`config.mk`:
```
export PLATFORM = sky130hd
export DESIGN_NAME = motion_inactivity_lost_detector
export DESIGN_NICKNAME = d
export VERILOG_FILES = /design/src/hw/rtl/mild_pkg.sv /design/src/hw/rtl/mild_axis_lane.sv /design/src/hw/rtl/mild_tracker.sv /design/src/hw/rtl/mild_out_buf.sv /design/src/hw/rtl/motion_inactivity_lost_detector.sv
export SDC_FILE = /design/constraint.sdc
export NUM_CORES = 1
export LEC_CHECK = 0
export ABC_CLOCK_PERIOD_IN_PS = 7000
export BUFFER_PORTS_ARGS = -buffer_cell sky130_fd_sc_hd__buf_2
export CORE_UTILIZATION = 35
export CTS_CLUSTER_SIZE = 30
export DETAILED_ROUTE_END_ITERATION = 12
export GPL_ROUTABILITY_DRIVEN = 1
export MAX_ROUTING_LAYER = met4
export SKIP_LAST_GASP = 1
export SLEW_MARGIN = 25
export SYNTH_ARGS = -nofsm -noshare
export SYNTH_HDL_FRONTEND = slang
export SYNTH_SLANG_ARGS = --single-unit
```
`constraint.sdc`:
```
create_clock -name clk -period 7 [get_ports clk]
set_input_delay 0.7 -clock clk [delete_from_list [all_inputs] [get_ports clk]]
set_output_delay 0.7 -clock clk [all_outputs]
set_load 0.02 [all_outputs]
```
`src/hw/rtl/mild_pkg.sv`:
```
// ----------------------------------------------------------------------------
// mild_pkg: shared types and constants of the motion inactivity lost detector
// Holds the item and result payload types, the configuration bundle, the
// tracking state type, register indexes and reset values.
// ----------------------------------------------------------------------------
`default_nettype none

package mild_pkg;

  // Default report interval in seconds.
  localparam int unsigned REPORT_EVERY = 10;

  // Number of axes carried by one sample, and the width of one axis.
  localparam int unsigned AXES   = 3;
  localparam int unsigned AXIS_W = 16;

  // Width of the report-interval residue (the interval is at most 255).
  localparam int unsigned RES_W = 8;

  // Register reset values.
  localparam logic [15:0] DEAD_BAND_RST    = 16'd5000;
  localparam logic [15:0] LOST_AFTER_RST   = 16'd60;
  localparam logic [7:0]  TICK_SECONDS_RST = 8'd10;

  // Register indexes (word index within the register window).
  localparam logic [1:0] REG_DEAD_BAND    = 2'd0;
  localparam logic [1:0] REG_LOST_AFTER   = 2'd1;
  localparam logic [1:0] REG_TICK_SECONDS = 2'd2;

  // Item commands.
  localparam logic CMD_SAMPLE = 1'b0;
  localparam logic CMD_TICK   = 1'b1;

  typedef enum logic {
    ST_FOUND,
    ST_LOST
  } track_state_t;

  typedef struct packed {
    logic               command;
    logic signed [15:0] accel_x;
    logic signed [15:0] accel_y;
    logic signed [15:0] accel_z;
  } item_t;

  typedef struct packed {
    logic        is_lost;
    logic        motion_seen;
    logic        became_lost;
    logic        became_found;
    logic        report_valid;
    logic [15:0] report_seconds;
  } result_t;

  // Configuration as seen by the tracker.
  typedef struct packed {
    logic [15:0]      lost_after;
    logic [7:0]       tick_seconds;
    logic [RES_W-1:0] tick_mod;
  } track_cfg_t;

endpackage

`default_nettype wire

```
`src/hw/rtl/mild_axis_lane.sv`:
```
// ----------------------------------------------------------------------------
// mild_axis_lane: motion test for one accelerometer axis
// Keeps the previous sample of its axis and flags when the new sample differs
// from it by more than the dead band, taking the difference at full width.
// ----------------------------------------------------------------------------
`default_nettype none

module mild_axis_lane (
  input  wire logic                        clk,
  input  wire logic                        rst,
  input  wire logic                        load,
  input  wire logic [mild_pkg::AXIS_W-1:0] sample,
  input  wire logic [15:0]                 dead_band,
  output logic                             moved
);

  logic [mild_pkg::AXIS_W-1:0] last;
  logic signed [mild_pkg::AXIS_W:0] diff;
  logic [mild_pkg::AXIS_W:0] mag;

  always_ff @(posedge clk) begin
    if (rst) begin
      last <= '0;
    end else if (load) begin
      last <= sample;
    end
  end

  // A 17-bit difference cannot overflow; its magnitude fits 17 bits unsigned.
  always_comb begin
    diff  = $signed({sample[mild_pkg::AXIS_W-1], sample})
          - $signed({last[mild_pkg::AXIS_W-1], last});
    mag   = diff[mild_pkg::AXIS_W] ? (~diff + 1'b1) : diff;
    moved = mag > {1'b0, dead_band};
  end

endmodule

`default_nettype wire

```
`src/hw/rtl/mild_tracker.sv`:
```
// ----------------------------------------------------------------------------
// mild_tracker: lane merge and found/lost tracking
// Combines the lane flags, runs the stillness counter and report arming on
// ticks, and the found/lost state machine on samples.
// ----------------------------------------------------------------------------
`default_nettype none

module mild_tracker #(
  parameter int unsigned ReportEvery = mild_pkg::REPORT_EVERY
) (
  input  wire logic                       clk,
  input  wire logic                       rst,
  input  wire logic                       accept,
  input  wire logic                       command,
  input  wire logic [mild_pkg::AXES-1:0]  lane_moved,
  input  wire mild_pkg::track_cfg_t       cfg,
  output mild_pkg::result_t               result
);

  localparam logic [mild_pkg::RES_W:0]   REP_N   = (mild_pkg::RES_W + 1)'(ReportEvery);
  localparam logic [mild_pkg::RES_W-1:0] SAT_MOD = mild_pkg::RES_W'(32'd65535 % ReportEvery);

  mild_pkg::track_state_t state, state_next;
  logic [15:0]               count, count_next;
  logic [mild_pkg::RES_W-1:0] residue, residue_next;
  logic                      armed, armed_next;

  logic [16:0]               sum;
  logic [mild_pkg::RES_W:0]  res_sum;
  logic                      moved;

  always_ff @(posedge clk) begin
    if (rst) begin
      state   <= mild_pkg::ST_FOUND;
      count   <= '0;
      residue <= '0;
      armed   <= 1'b0;
    end else if (accept) begin
      state   <= state_next;
      count   <= count_next;
      residue <= residue_next;
      armed   <= armed_next;
    end
  end

  always_comb begin
    moved        = |lane_moved;
    state_next   = state;
    count_next   = count;
    residue_next = residue;
    armed_next   = armed;
    result       = '0;
    sum          = {1'b0, count} + {9'd0, cfg.tick_seconds};
    res_sum      = {1'b0, residue} + {1'b0, cfg.tick_mod};

    if (command == mild_pkg::CMD_TICK) begin
      // Saturating add, with the residue modulo the report interval alongside.
      if (sum[16]) begin
        count_next   = 16'hFFFF;
        residue_next = SAT_MOD;
      end else begin
        count_next   = sum[15:0];
        residue_next = (res_sum >= REP_N) ? mild_pkg::RES_W'(res_sum - REP_N)
                                          : res_sum[mild_pkg::RES_W-1:0];
      end
      if ((count_next >= cfg.lost_after) && (residue_next == '0)) begin
        armed_next = 1'b1;
      end
    end else begin
      result.motion_seen = moved;
      unique case (state)
        mild_pkg::ST_FOUND: begin
          if (moved) begin
            count_next   = '0;
            residue_next = '0;
          end else if (count >= cfg.lost_after) begin
            state_next         = mild_pkg::ST_LOST;
            result.became_lost = 1'b1;
          end
        end
        mild_pkg::ST_LOST: begin
          if (armed) begin
            result.report_valid   = 1'b1;
            result.report_seconds = (count >= cfg.lost_after) ? count - cfg.lost_after
                                                              : 16'd0;
            armed_next            = 1'b0;
          end
          if (moved) begin
            count_next          = '0;
            residue_next        = '0;
            armed_next          = 1'b0;
            state_next          = mild_pkg::ST_FOUND;
            result.became_found = 1'b1;
          end
        end
        default: begin
          state_next = mild_pkg::ST_FOUND;
        end
      endcase
    end
    result.is_lost = (state_next == mild_pkg::ST_LOST);
  end

endmodule

`default_nettype wire

```
`src/hw/rtl/mild_out_buf.sv`:
```
// ----------------------------------------------------------------------------
// mild_out_buf: result register with skid stage
// Holds finished results so that input acceptance never waits on the
// consumer for more than one stalled result.
// ----------------------------------------------------------------------------
`default_nettype none

module mild_out_buf (
  input  wire logic              clk,
  input  wire logic              rst,
  input  wire logic              push,
  input  wire mild_pkg::result_t push_data,
  output logic                   room,
  output logic                   out_valid,
  input  wire logic              out_ready,
  output mild_pkg::result_t      out_data
);

  mild_pkg::result_t skid;
  logic              skid_valid;
  logic              pop;

  assign room = !skid_valid;
  assign pop  = out_valid && out_ready;

  always_ff @(posedge clk) begin
    if (rst) begin
      out_valid  <= 1'b0;
      skid_valid <= 1'b0;
    end else if (skid_valid) begin
      if (pop) begin
        out_valid  <= 1'b1;
        skid_valid <= 1'b0;
      end
    end else if (push) begin
      if (!out_valid || pop) begin
        out_valid <= 1'b1;
      end else begin
        skid_valid <= 1'b1;
      end
    end else if (pop) begin
      out_valid <= 1'b0;
    end
  end

  always_ff @(posedge clk) begin
    if (skid_valid) begin
      if (pop) begin
        out_data <= skid;
      end
    end else if (push) begin
      if (!out_valid || pop) begin
        out_data <= push_data;
      end else begin
        skid <= push_data;
      end
    end
  end

endmodule

`default_nettype wire

```
`src/hw/rtl/motion_inactivity_lost_detector.sv`:
```
// ----------------------------------------------------------------------------
// motion_inactivity_lost_detector: accelerometer motion and lost-time tracker
// Takes accelerometer samples and timer ticks, flags motion, tracks the
// found/lost state and reports time spent lost at each report interval.
// ----------------------------------------------------------------------------
//
//  Channel   Handshake                     Payload
//  --------  ----------------------------  ----------------------------------
//  item      item_valid / item_ready       item   (mild_pkg::item_t)
//  result    result_valid / result_ready   result (mild_pkg::result_t)
//  config    psel / penable / pready       paddr, pwdata, prdata (APB style)
//
// Every item produces exactly one result. An item is worked out in the cycle
// it is accepted and its result appears in the output register on the next
// cycle while results are taken, so one item per cycle is sustained; the only
// limit is the two-entry result buffer. Reset (rst, synchronous) returns the
// state to found with the counter, arming and previous samples cleared, and
// the registers to their defaults. While the consumer stalls, one further item
// still enters the skid stage; item_ready then drops until the stall clears.
// ----------------------------------------------------------------------------
`default_nettype none

module motion_inactivity_lost_detector #(
  parameter int unsigned ReportEvery = mild_pkg::REPORT_EVERY
) (
  input  wire logic              clk,
  input  wire logic              rst,
  // Item channel.
  input  wire logic              item_valid,
  output logic                   item_ready,
  input  wire mild_pkg::item_t   item,
  // Result channel.
  output logic                   result_valid,
  input  wire logic              result_ready,
  output mild_pkg::result_t      result,
  // Configuration port.
  input  wire logic              psel,
  input  wire logic              penable,
  input  wire logic              pwrite,
  input  wire logic [3:0]        paddr,
  input  wire logic [31:0]       pwdata,
  output logic [31:0]            prdata,
  output logic                   pready
);

  // Residue of each possible tick step modulo the report interval, built at
  // elaboration so that a tick step write only needs a table lookup.
  typedef logic [mild_pkg::RES_W-1:0] mod_tab_t [256];

  function automatic mod_tab_t build_mod_tab();
    mod_tab_t tab;
    for (int i = 0; i < 256; i++) begin
      tab[i] = mild_pkg::RES_W'(i % ReportEvery);
    end
    return tab;
  endfunction

  localparam mod_tab_t TICK_MOD = build_mod_tab();

  logic [15:0]                dead_band;
  logic [15:0]                lost_after;
  logic [7:0]                 tick_seconds;
  logic [mild_pkg::RES_W-1:0] tick_mod;

  logic                       cfg_write;
  logic [1:0]                 reg_index;
  logic                       accept;
  logic                       lane_load;
  logic [mild_pkg::AXES-1:0]  lane_moved;
  logic [mild_pkg::AXES-1:0][mild_pkg::AXIS_W-1:0] axis_now;
  mild_pkg::track_cfg_t       track_cfg;
  mild_pkg::result_t          track_result;

  // Configuration registers. The register window is word addressed; writes
  // to the unused fourth word are dropped.
  assign pready    = 1'b1;
  assign reg_index = paddr[3:2];
  assign cfg_write = psel && penable && pwrite && pready;

  always_ff @(posedge clk) begin
    if (rst) begin
      dead_band    <= mild_pkg::DEAD_BAND_RST;
      lost_after   <= mild_pkg::LOST_AFTER_RST;
      tick_seconds <= mild_pkg::TICK_SECONDS_RST;
      tick_mod     <= TICK_MOD[mild_pkg::TICK_SECONDS_RST];
    end else if (cfg_write) begin
      unique case (reg_index)
        mild_pkg::REG_DEAD_BAND:  dead_band  <= pwdata[15:0];
        mild_pkg::REG_LOST_AFTER: lost_after <= pwdata[15:0];
        mild_pkg::REG_TICK_SECONDS: begin
          tick_seconds <= pwdata[7:0];
          tick_mod     <= TICK_MOD[pwdata[7:0]];
        end
        default: begin
        end
      endcase
    end
  end

  always_comb begin
    unique case (reg_index)
      mild_pkg::REG_DEAD_BAND:    prdata = {16'd0, dead_band};
      mild_pkg::REG_LOST_AFTER:   prdata = {16'd0, lost_after};
      mild_pkg::REG_TICK_SECONDS: prdata = {24'd0, tick_seconds};
      default:                    prdata = 32'd0;
    endcase
  end

  // An item is taken whenever the result buffer has a free slot.
  assign accept    = item_valid && item_ready;
  assign lane_load = accept && (item.command == mild_pkg::CMD_SAMPLE);
  assign axis_now  = {item.accel_z, item.accel_y, item.accel_x};

  // One lane per axis, each holding its previous sample.
  for (genvar a = 0; a < mild_pkg::AXES; a++) begin : g_lane
    mild_axis_lane u_lane (
      .clk       (clk),
      .rst       (rst),
      .load      (lane_load),
      .sample    (axis_now[a]),
      .dead_band (dead_band),
      .moved     (lane_moved[a])
    );
  end

  assign track_cfg = '{lost_after:   lost_after,
                       tick_seconds: tick_seconds,
                       tick_mod:     tick_mod};

  // Merge of the lane flags and the found/lost state machine.
  mild_tracker #(
    .ReportEvery (ReportEvery)
  ) u_tracker (
    .clk        (clk),
    .rst        (rst),
    .accept     (accept),
    .command    (item.command),
    .lane_moved (lane_moved),
    .cfg        (track_cfg),
    .result     (track_result)
  );

  // Output register and skid stage.
  mild_out_buf u_out_buf (
    .clk       (clk),
    .rst       (rst),
    .push      (accept),
    .push_data (track_result),
    .room      (item_ready),
    .out_valid (result_valid),
    .out_ready (result_ready),
    .out_data  (result)
  );

endmodule

`default_nettype wire

```
---- Yosys cells after proc, flatten, opt, wreduce, memory -nomap -nowiden ----
Memories as Yosys holds them, arrays and structs flattened. A register that Yosys moved wholly into a read port is not among the register bits.
Index checks and enable logic that the tools add are counted.
word-level totals
  flip-flop bits (word level) ............. 158
  memories kept ........................... 1
  output and inout bits ................... 56
  memory bits (read-only) ................. 2,048
  word-level logic and storage cells ...... 119
  input bits .............................. 92
memories
  memory            depth  bits a word  rd ports  clocked after Yosys merged registers in  wr ports  line                                   source
  (name not given)  256    8            1         1                                        0         motion_inactivity_lost_detector.sv:92  tick_mod <= TICK_MOD[pwdata[7:0]];
operators by class
  reductions and logical operators ........ 25
  equal/unequal tests ..................... 5
  muxes and demuxes ....................... 40
  $add $sub $neg .......................... 10
  bitwise operators ....................... 8
  order comparisons ....................... 6
operator list
  cell                                                                    number
  21-bit 2-to-1 mux                                                       4
  16-bit 2-to-1 mux                                                       5
  17-bit 2-to-1 mux                                                       4
  17-bit by 1-bit adder with 17-bit output (second input constant)        3
  17-bit by 16-bit greater-than comparator with 1-bit output              3
  17-bit NOT                                                              3
  16-bit by 16-bit subtractor with 17-bit output                          3
  16-bit one-hot mux with 3 select lines                                  1
  8-bit 2-to-1 mux                                                        5
  16-bit >= comparator                                                    2
  20-bit 2-to-1 mux                                                       1
  1-bit 2-to-1 mux                                                        18
  18-bit 2-to-1 mux                                                       1
  16-bit by 8-bit adder with 17-bit output                                1
  16-bit subtractor                                                       1
  3-bit AND reduction                                                     4
  2-bit nonzero test                                                      5
  8-bit by 8-bit adder with 9-bit output                                  1
  9-bit by 4-bit >= comparator with 1-bit output (second input constant)  1
  8-bit NOT with 9-bit output                                             1
  8-bit logical NOT                                                       1
  2-bit AND reduction                                                     4
  8-bit by 4-bit subtractor with 8-bit output (second input constant)     1
  1-bit logical AND                                                       6
  11 further kinds                                                        15

---- Longest topological paths before layout ----
Gate-level depths: netlist of the first run.
  word-level depth ........................ 12
  mapped depth ............................ 24
  mapped depth without buffers ............ 23

---- By module ----
From an unflattened synthesis of the first run, not the netlist that was laid out.
second synthesis, totals
  cells, all modules ...................... 1,718
  area total of the unflattened synthesis .. 14,500.2 µm²
by module, submodules not included
  module                                  times used  cells an instance  area each (µm²)
  mild_axis_lane at g_lane[0].u_lane ...  2           282                2,279.7
  mild_tracker                            1           443                3,276.9
  motion_inactivity_lost_detector         1           348                2,697.6
  mild_axis_lane at g_lane[1].u_lane      1           284                2,238.4
  mild_out_buf                            1           79                 1,727.9

---- Worst setup path after synthesis of the first run ----
Ideal clock, no wire load.
  path kind ............................... input -> register
  start point ............................. input item[16] (netlist bit)
  end point ............................... register u_out_buf.out_data[19] (netlist bit), data pin
  stages on the path ...................... 22
  library setup time ...................... 262 ps
  arrival ................................. 4,908 ps
  slack ................................... 1,830 ps
  buffers on the path ..................... 0
  path through ............................ inv_1 > ha_1 > fa_1 > nor2b_1 > o31a_1 > o21ai_1 > o21ai_0 > a31oi_1 > nand2b_1 > a21oi_1 > nor2_1 > xnor2_1 > ha_1 > a21o_1 > a21o_1 > a211o_1 > a21oi_1 > o21ai_0 > a222oi_1 > o41a_4 > a31oi_4 > mux2_1
RTL lines
  element               line                                   source
  start, declared       motion_inactivity_lost_detector.sv:31  input wire mild_pkg::item_t item,
  end signal, assigned  mild_out_buf.sv:49                     out_data <= skid;
  end signal, assigned  mild_out_buf.sv:53                     out_data <= push_data;
  end, declared         mild_out_buf.sv:16                     output mild_pkg::result_t out_data

---- Worst setup path in the final report of the first run ----
  start point ............................. input item[16] (netlist bit)
  end point ............................... register u_tracker.count[12]
on the way
  word-level cells in the longest chain between the ends .. 8
RTL lines
  element                                                         line                  source
  16-bit by 16-bit subtractor with 17-bit output (*)              mild_axis_lane.sv:32  - $signed({last[mild_pkg::AXIS_W-1], last});
  17-bit NOT                                                      mild_axis_lane.sv:33  mag = diff[mild_pkg::AXIS_W] ? (~diff + 1'b1) : diff;
  17-bit by 1-bit adder with 17-bit output                        mild_axis_lane.sv:33
  17-bit 2-to-1 mux (*)                                           mild_axis_lane.sv:33
  17-bit by 16-bit greater-than comparator with 1-bit output (*)  mild_axis_lane.sv:34  moved = mag > {1'b0, dead_band};
  3-bit OR reduction (*)                                          mild_tracker.sv:47    moved = |lane_moved;
  2-bit nonzero test (no line) (*)                                -
  2-bit AND reduction (no line) (*)                               -
  end signal, assigned                                            mild_tracker.sv:40    count <= count_next;
  end, declared                                                   mild_tracker.sv:24    logic [15:0] count, count_next;
Every way passes the cells marked *; elsewhere a longest branch is shown, timed or not.
A chain may end at the register's enable or synchronous reset.

==> results.md, run 1 <==
- Slew headroom: 23.18%
- CP max stage cell: a222oi_1
- Initial DRC count: 743
- First-pass GRT wire length: 60490 µm
- Crit path cell chain: buf_2 -> inv_1 -> ha_1 -> fa_1 -> nor2b_1 -> o31a_1 -> o21ai_1 -> o21ai_0 -> a31oi_1 -> nand2b_1 -> a21oi_1 -> buf_4 -> nor2_1 -> xnor2_1 -> ha_1 -> a21o_1 -> a21o_1 -> a211o_1 -> a21oi_1 -> o21ai_0 -> a222oi_1 -> o41a_4 -> nand4_4 -> o221ai_1
- Syn Area/Cell: 7.745 µm²
- P_leak: 6.493 nW
- Max Root-Sink Buffers: 2
- Number of library cell types mapped by synthesis: 109
- Reg clk slew, reported paths: 0.07 ns
- Area after DPL: 15110 µm²
- Routed WL: 37210 µm
- Fmax: 167.8 MHz
- VDD IR max: 0.1738 mV
- Final #Nets: 2148
- Die ar.: 41590 µm²
- RSZ-0062 raised after global routing: no
- Initial antenna violation count: 2
- Number of remaining DRC errors: 0
- DRT Pass-1 Iters: 5
- Status: finished clean
- Class of the worst hold path: flip-flop to flip-flop
- DR vias/cell: 5.284
- Number of synthesized flops with an enable pin: 42
- Final HPWL DP: 28520 µm
- Gate Count Post-Synth: 1843
- Clock root buffer: clkbuf_16
- GPL Wtd Cong: 0.9245
- Wire per inst: 15.24 µm
- Final Hold Fails: 0
- Period minus WS final: 5.959 ns
- Design area: 15730 µm²
- Share of layout cells above drive strength 1: 11.17%
- Setup TNS: 0 ns
- Crit path kind: input pin to flip-flop
- Slew @ Worst Pin: 1.147 ns
- Final ANT Viol Nets: 0
- Sequential area share after synthesis: 25.53%
- Final period util: 85.12%
- Worst Setup End Kind: flip-flop
- Startpoint Class: input pin
- Placeable Area: 40010 µm²
- Initial core utilization: 35.68%
- CP arrival: 6.32 ns
- Post-Syn Area: 14270 µm²
- Ys flop type: dfxtp_1
- Sink Count: 161
- H-tree level count: 4
- Routed vias: 12900
- Post-CTS Hold Fix Bufs: 0
- Critical Path RT: 7.36 ns
- Grt total ovfl: 0
- Final setup fails: 0
- Port buffer count: 112
- Final slew viol count: 0
- GRT Util Overall: 18.60%
- Layout area overhead: 10.23%
- Largest net degree at the start of global routing: 51
- CP delay by family, top: compound AO/OA/AOI/OAI gates
- # resized after CTS: 0
- Chip Height: 203.9 µm
- Fillers: 4166
- CP Max Fanout: 24
- Power per Cell Area: 183.5 nW/µm²
- YS warnings: 0
- CP bufs+invs: 3
- Clk_lat worst skew: 0.46 ns
- Vias in the first global route: 11990
- CTS tree: built
- Async SR Flop Fraction: 0%
- Seq cells post-synth: 161
- Die width: 203.9 µm
- # IOs: 148
- Maxcap violations: 0
- # rows: 73
- Number of post-CTS setup repair buffers: 0
- Critical Path Max Stage Delay: 0.56 ns
- Num CTS Buffers: 17
- Clock Skews: 0.01280 ns
## layout make-up
cell class	instances	area, µm²	share of cell area [%]
flip-flops and latches	161	3643	23.16
well taps	525	656.9	4.175
repair buffers	120	623.1	3.960
diodes	2	5.005	0.03181
clock buffers	18	429.2	2.728
inverters	124	465.4	2.958
multi-input cells	1478	9738	61.89
clock inverters	14	172.7	1.097
## worst register-to-register path, cell delays in order (launching register included)
cell,delay [ns]
dfxtp_1,0.31
ha_1,0.21
fa_1,0.41
nor2b_1,0.22
o31a_1,0.20
o21ai_1,0.14
o21ai_0,0.36
a31oi_1,0.23
nand2b_1,0.21
a21oi_1,0.18
buf_4,0.16
nor2_1,0.05
xnor2_1,0.12
ha_1,0.30
a21o_1,0.20
a21o_1,0.18
a211o_1,0.30
a21oi_1,0.14
o21ai_0,0.11
a222oi_1,0.57
o41a_4,0.32
nand4_4,0.48
o221ai_1,0.37
## cell families after synthesis
group | count (synthesis) | share of synthesized area [%]
AOI/OAI and AO/OA | 511 | 23.32
xor gates and xnor gates | 99 | 6.127
other | 2 | 0.05261
adders and majority gates | 154 | 13.81
muxes | 34 | 2.498
buffers and inverters | 219 | 6.951
DFF | 161 | 25.53
and+or+nand+nor | 663 | 21.71
## routing by layer
layer	routed length, µm	GRT usage, %
met1	17370	23.08
met2	17290	30.16
met3	1339	2.886
met4	1204	7.383
met5	0	-
## cell usage after synthesis, types with 39 or more instances
library cell / number / area share, %
nand2_1: 313 / 8.2
edfxtp_1: 42 / 8.8
clkbuf_1: 55 / 1.4
o21ai_0: 90 / 3.2
nand3_1: 44 / 1.5
ha_1: 148 / 13
a21oi_1: 188 / 6.6
xor2_1: 39 / 2.4
inv_1: 124 / 3.3
dfxtp_1: 119 / 17
nor2_1: 128 / 3.4
xnor2_1: 59 / 3.6
## metrics by stage
stage | setup WS (ns) | util [%] | hold WS [ns] | power, mW | instances
after floorplan | 1.830 | - | 0.4363 | 1.711 | 1858
after global placement | 0.8292 | 37.77 | 0.4414 | 1.881 | 2408
after detailed placement | 0.7202 | 37.78 | 0.4465 | 1.910 | 2408
after CTS | 1.128 | 39.29 | 0.4361 | 2.912 | 2440
after global routing | 0.8088 | 39.33 | 0.4378 | 3.061 | 2442
final | 1.041 | 39.33 | 0.4536 | 2.888 | 2442
## path summary, 6_finish.rpt
path                                               start                  endpoint  slack [ns]  cells after the start
worst min-delay path            g_lane[1].u_lane.last[8]  g_lane[1].u_lane.last[8]        0.45                      2
worst max register to register  g_lane[1].u_lane.last[0]       u_tracker.count[12]        1.11                     22
worst min register to register  g_lane[1].u_lane.last[8]  g_lane[1].u_lane.last[8]        0.45                      2
worst max-delay path                            item[16]       u_tracker.count[12]        1.04                     24
## where the power goes
group	leakage [nW]	total (mW)	internal, mW	switching [mW]
sequential	1.39	0.998	0.984	0.0145
clock	0.292	0.994	0.539	0.455
combinational	4.81	0.896	0.356	0.540
## flip-flops by register name (all words and copies together) (netlist names)
name	count
lost_after	16
u_out_buf.out_valid	1
u_tracker.armed	1
u_out_buf.skid	21
u_tracker.residue	8
u_out_buf.skid_valid	1
u_tracker.count	16
tick_mod	3
tick_seconds	8
u_tracker.state	1
dead_band	16
u_out_buf.out_data	21
g_lane.u_lane.last	48
## layout by cell type, fill, tap and decap left out, drive strengths merged, types with 42 or more instances in the layout
cell	synthesis	layout
dfxtp	119	119
edfxtp	42	42
xnor2	59	59
nand3	44	44
nand2	313	313
inv	124	130
buf	32	120
a21oi	189	189
ha	148	148
o21ai	106	106
nor2	128	128
Note: power is estimated with default switching activity, not from simulation.
==> run 2, diff against run 1 <==
--- a/config.mk
+++ b/config.mk
@@ -7,6 +7,7 @@
 export LEC_CHECK = 0
 export ABC_CLOCK_PERIOD_IN_PS = 7000
 export BUFFER_PORTS_ARGS = -buffer_cell sky130_fd_sc_hd__buf_2
+export CORE_MARGIN = 8
 export CORE_UTILIZATION = 35
 export CTS_CLUSTER_SIZE = 30
 export DETAILED_ROUTE_END_ITERATION = 12
==> run 2 against run 1 <==
Net effect: clock power down 2.7%; die area up 14%; combinational power about the same; power down 1.0%; sequential cell count unchanged; clock skew up 0.0048 ns; first-iteration DRC count up 10%; clock-buffer cell count unchanged; final cell count up 0.41%; via count about the same; worst setup slack better by 0.18 ns; register-to-register slack better by 0.17 ns; critical endpoint unchanged; largest cell class unchanged.
==> results.md, run 2 (synthesis gave the netlist of run 1 again) <==
- CP Max Fanout: 24 (unchanged)
- H-tree level count: 4 (unchanged)
- Worst R2R Path Depth: 21 (-4.5%)
- Slew @ Worst Pin: 1.017 ns (-0.1304 ns)
- CP max stage cell: or4b_1
- # IOs: 148 (unchanged)
- Routed vias: 12910 (+0.047%)
- Largest net degree at the start of global routing: 85 (+67%)
- GRT Util Overall: 16.09% (-2.5 points)
- Commonest non-fill, non-tap cell in the layout: nand2_1
- Met2 wire length: 17660 µm (+2.1%)
- Hold_sp: result_ready
- Clk_lat worst skew: 0.46 ns (about the same)
- Routed WL: 38070 µm (+2.3%)
- Hold_ws: 0.4529 ns (-0.0006790 ns)
- Share of layout cells above drive strength 1: 11.17% (unchanged)
- Final period util: 82.58% (-2.5 points)
- Final Hold Fails: 0 (unchanged)
- Wire per inst: 15.53 µm (+1.9%)
- DR vias/cell: 5.265 (-0.36%)
- Clock root buffer: clkbuf_16
- Number of post-CTS setup repair buffers: 0 (unchanged)
- DR top layer: met4
- Maxcap violations: 0 (unchanged)
- Critical Path Max Stage Delay: 0.56 ns (about the same)
- Initial DRC count: 819 (+10%)
- Final slew viol count: 0 (unchanged)
- DRT Pass-1 Iters: 5 (unchanged)
- Num CTS Buffers: 17 (unchanged)
- Post-CTS Hold Fix Bufs: 0 (unchanged)
- Hold path endpoint: u_out_buf.skid_valid
- Critical Path RT: 7.36 ns (about the same)
- Final HPWL DP: 29130 µm (+2.1%)
- Initial antenna violation count: 5 (+3)
- Crit path cell chain: buf_2 -> inv_1 -> ha_1 -> inv_1 -> fa_1 -> a211oi_1 -> o211ai_1 -> nand2_1 -> xor2_1 -> nand4_1 -> or4b_1 -> nor2_1 -> nor2_1 -> xnor2_1 -> ha_1 -> a21o_1 -> a21oi_1 -> and4b_1 -> o21ai_0 -> a222oi_1 -> o41a_4 -> nand4_4 -> o221ai_1
- Final #Nets: 2148 (unchanged)
- Grt total ovfl: 0 (unchanged)
- Final setup fails: 0 (unchanged)
- Setup TNS: 0 ns (unchanged)
- # resized after CTS: 0 (unchanged)
- Clock Skews: 0.01758 ns (+0.004781 ns)
- Sink Count: 161 (unchanged)
- VDD IR max: 0.1742 mV (+0.19%)
- Crit path kind: input pin to flip-flop
- Final ANT Viol Nets: 0 (unchanged)
- Max Root-Sink Buffers: 2 (unchanged)
- Status: finished clean
- CP delay by family, top: compound AO/OA/AOI/OAI gates
- Largest register FFs: 48 (unchanged)
- Commonest non-fill, non-tap cells in the layout: nand2_1 (312), a21oi_1 (187), ha_1 (148)
- Chip Height: 217.9 µm (+6.9%)
- Reg-to-reg endpoint: u_tracker.count[12]
- CP arrival: 6.14 ns (-0.18 ns)
- # rows: 74 (+1.4%)
- Reg clk slew, reported paths: 0.07 ns (about the same)
- Hold Path Depth: 2 (unchanged)
- Layout area overhead: 10.24% (about the same)
- WL met3: 1861 µm (+39%)
- Class of the worst hold path: input pin to flip-flop
- Power per Cell Area: 181.7 nW/µm² (-1.0%)
- RR Startpoint: g_lane[2].u_lane.last[0]
- Met1 wire length: 17400 µm (+0.16%)
- Period minus WS final: 5.781 ns (-0.1777 ns)
- Initial core utilization: 35.20% (-0.48 points)
- Biggest register: g_lane.u_lane.last
- Die ar.: 47500 µm² (+14%)
- Worst Setup End Kind: flip-flop
- First-pass GRT wire length: 61380 µm (+1.5%)
- GPL Wtd Cong: 0.9266 (+0.23%)
- R2R setup slack: 1.28 ns (+0.17 ns)
- Port buffer count: 112 (unchanged)
- Slew headroom: 32.22% (+9.0 points)
- Number of remaining DRC errors: 0 (unchanged)
- Biggest regs: g_lane.u_lane.last (48), u_out_buf.out_data (21), u_out_buf.skid (21)
- P_leak: 6.487 nW (about the same)
- CP bufs+invs: 3 (unchanged)
- Startpoint Class: input pin
- RSZ-0062 raised after global routing: no
- Die width: 217.9 µm (+6.9%)
- Placeable Area: 40550 µm² (+1.4%)
- Fmax: 173.0 MHz (+3.1%)
- CTS tree: built
- Vias in the first global route: 12260 (+2.3%)
## run 2: metal layers
metal  vias to the layer above  track usage (%)
met2                       259            25.91
met4                         0            6.202
met5                         -                -
met3                        58            3.148
met1                      5979            19.69
li1                       6613                -
## run 2: how the worst max path moves through the flow
stage                   from                      to  slack (ns)  depth (start not counted)
floorplan           item[16]  u_out_buf.out_data[19]        1.83                         22
global placement     item[0]     u_tracker.count[10]        0.82                         23
detailed placement   item[0]     u_tracker.count[12]        0.80                         23
CTS                  item[0]     u_tracker.count[12]        1.25                         23
global route        item[16]     u_tracker.count[14]        0.82                         24
finish               item[0]     u_tracker.count[12]        1.22                         23
## run 2: final cells by class
type / instances / area (µm²)
antenna: 5 / 12.51
inverter: 124 / 465.4
fill: 4226 / 24820
timing repair buffer: 120 / 620.6
multi-input combinational: 1478 / 9738
sequential: 161 / 3643
clock inverter: 14 / 160.2
clock buffer: 18 / 429.2
tap: 532 / 665.6
## run 2: through the flow
step	std cells	worst slack [ns]	total power [mW]	cell area, µm²	utilization, %
CTS	2447	1.252	2.883	15710	38.73
floorplan	1858	1.830	1.711	14330	-
detailed placement	2415	0.7990	1.906	15120	37.27
global placement	2415	0.8188	1.879	15110	37.27
finish	2452	1.219	2.859	15740	38.80
global route	2452	0.8162	3.037	15740	38.80
## run 2: power breakdown
group	internal [mW]	switching, mW	leakage, nW
registers	0.984	0.0151	1.39
clock network	0.509	0.458	0.287
logic	0.356	0.537	4.81
total	1.85	1.01	6.49
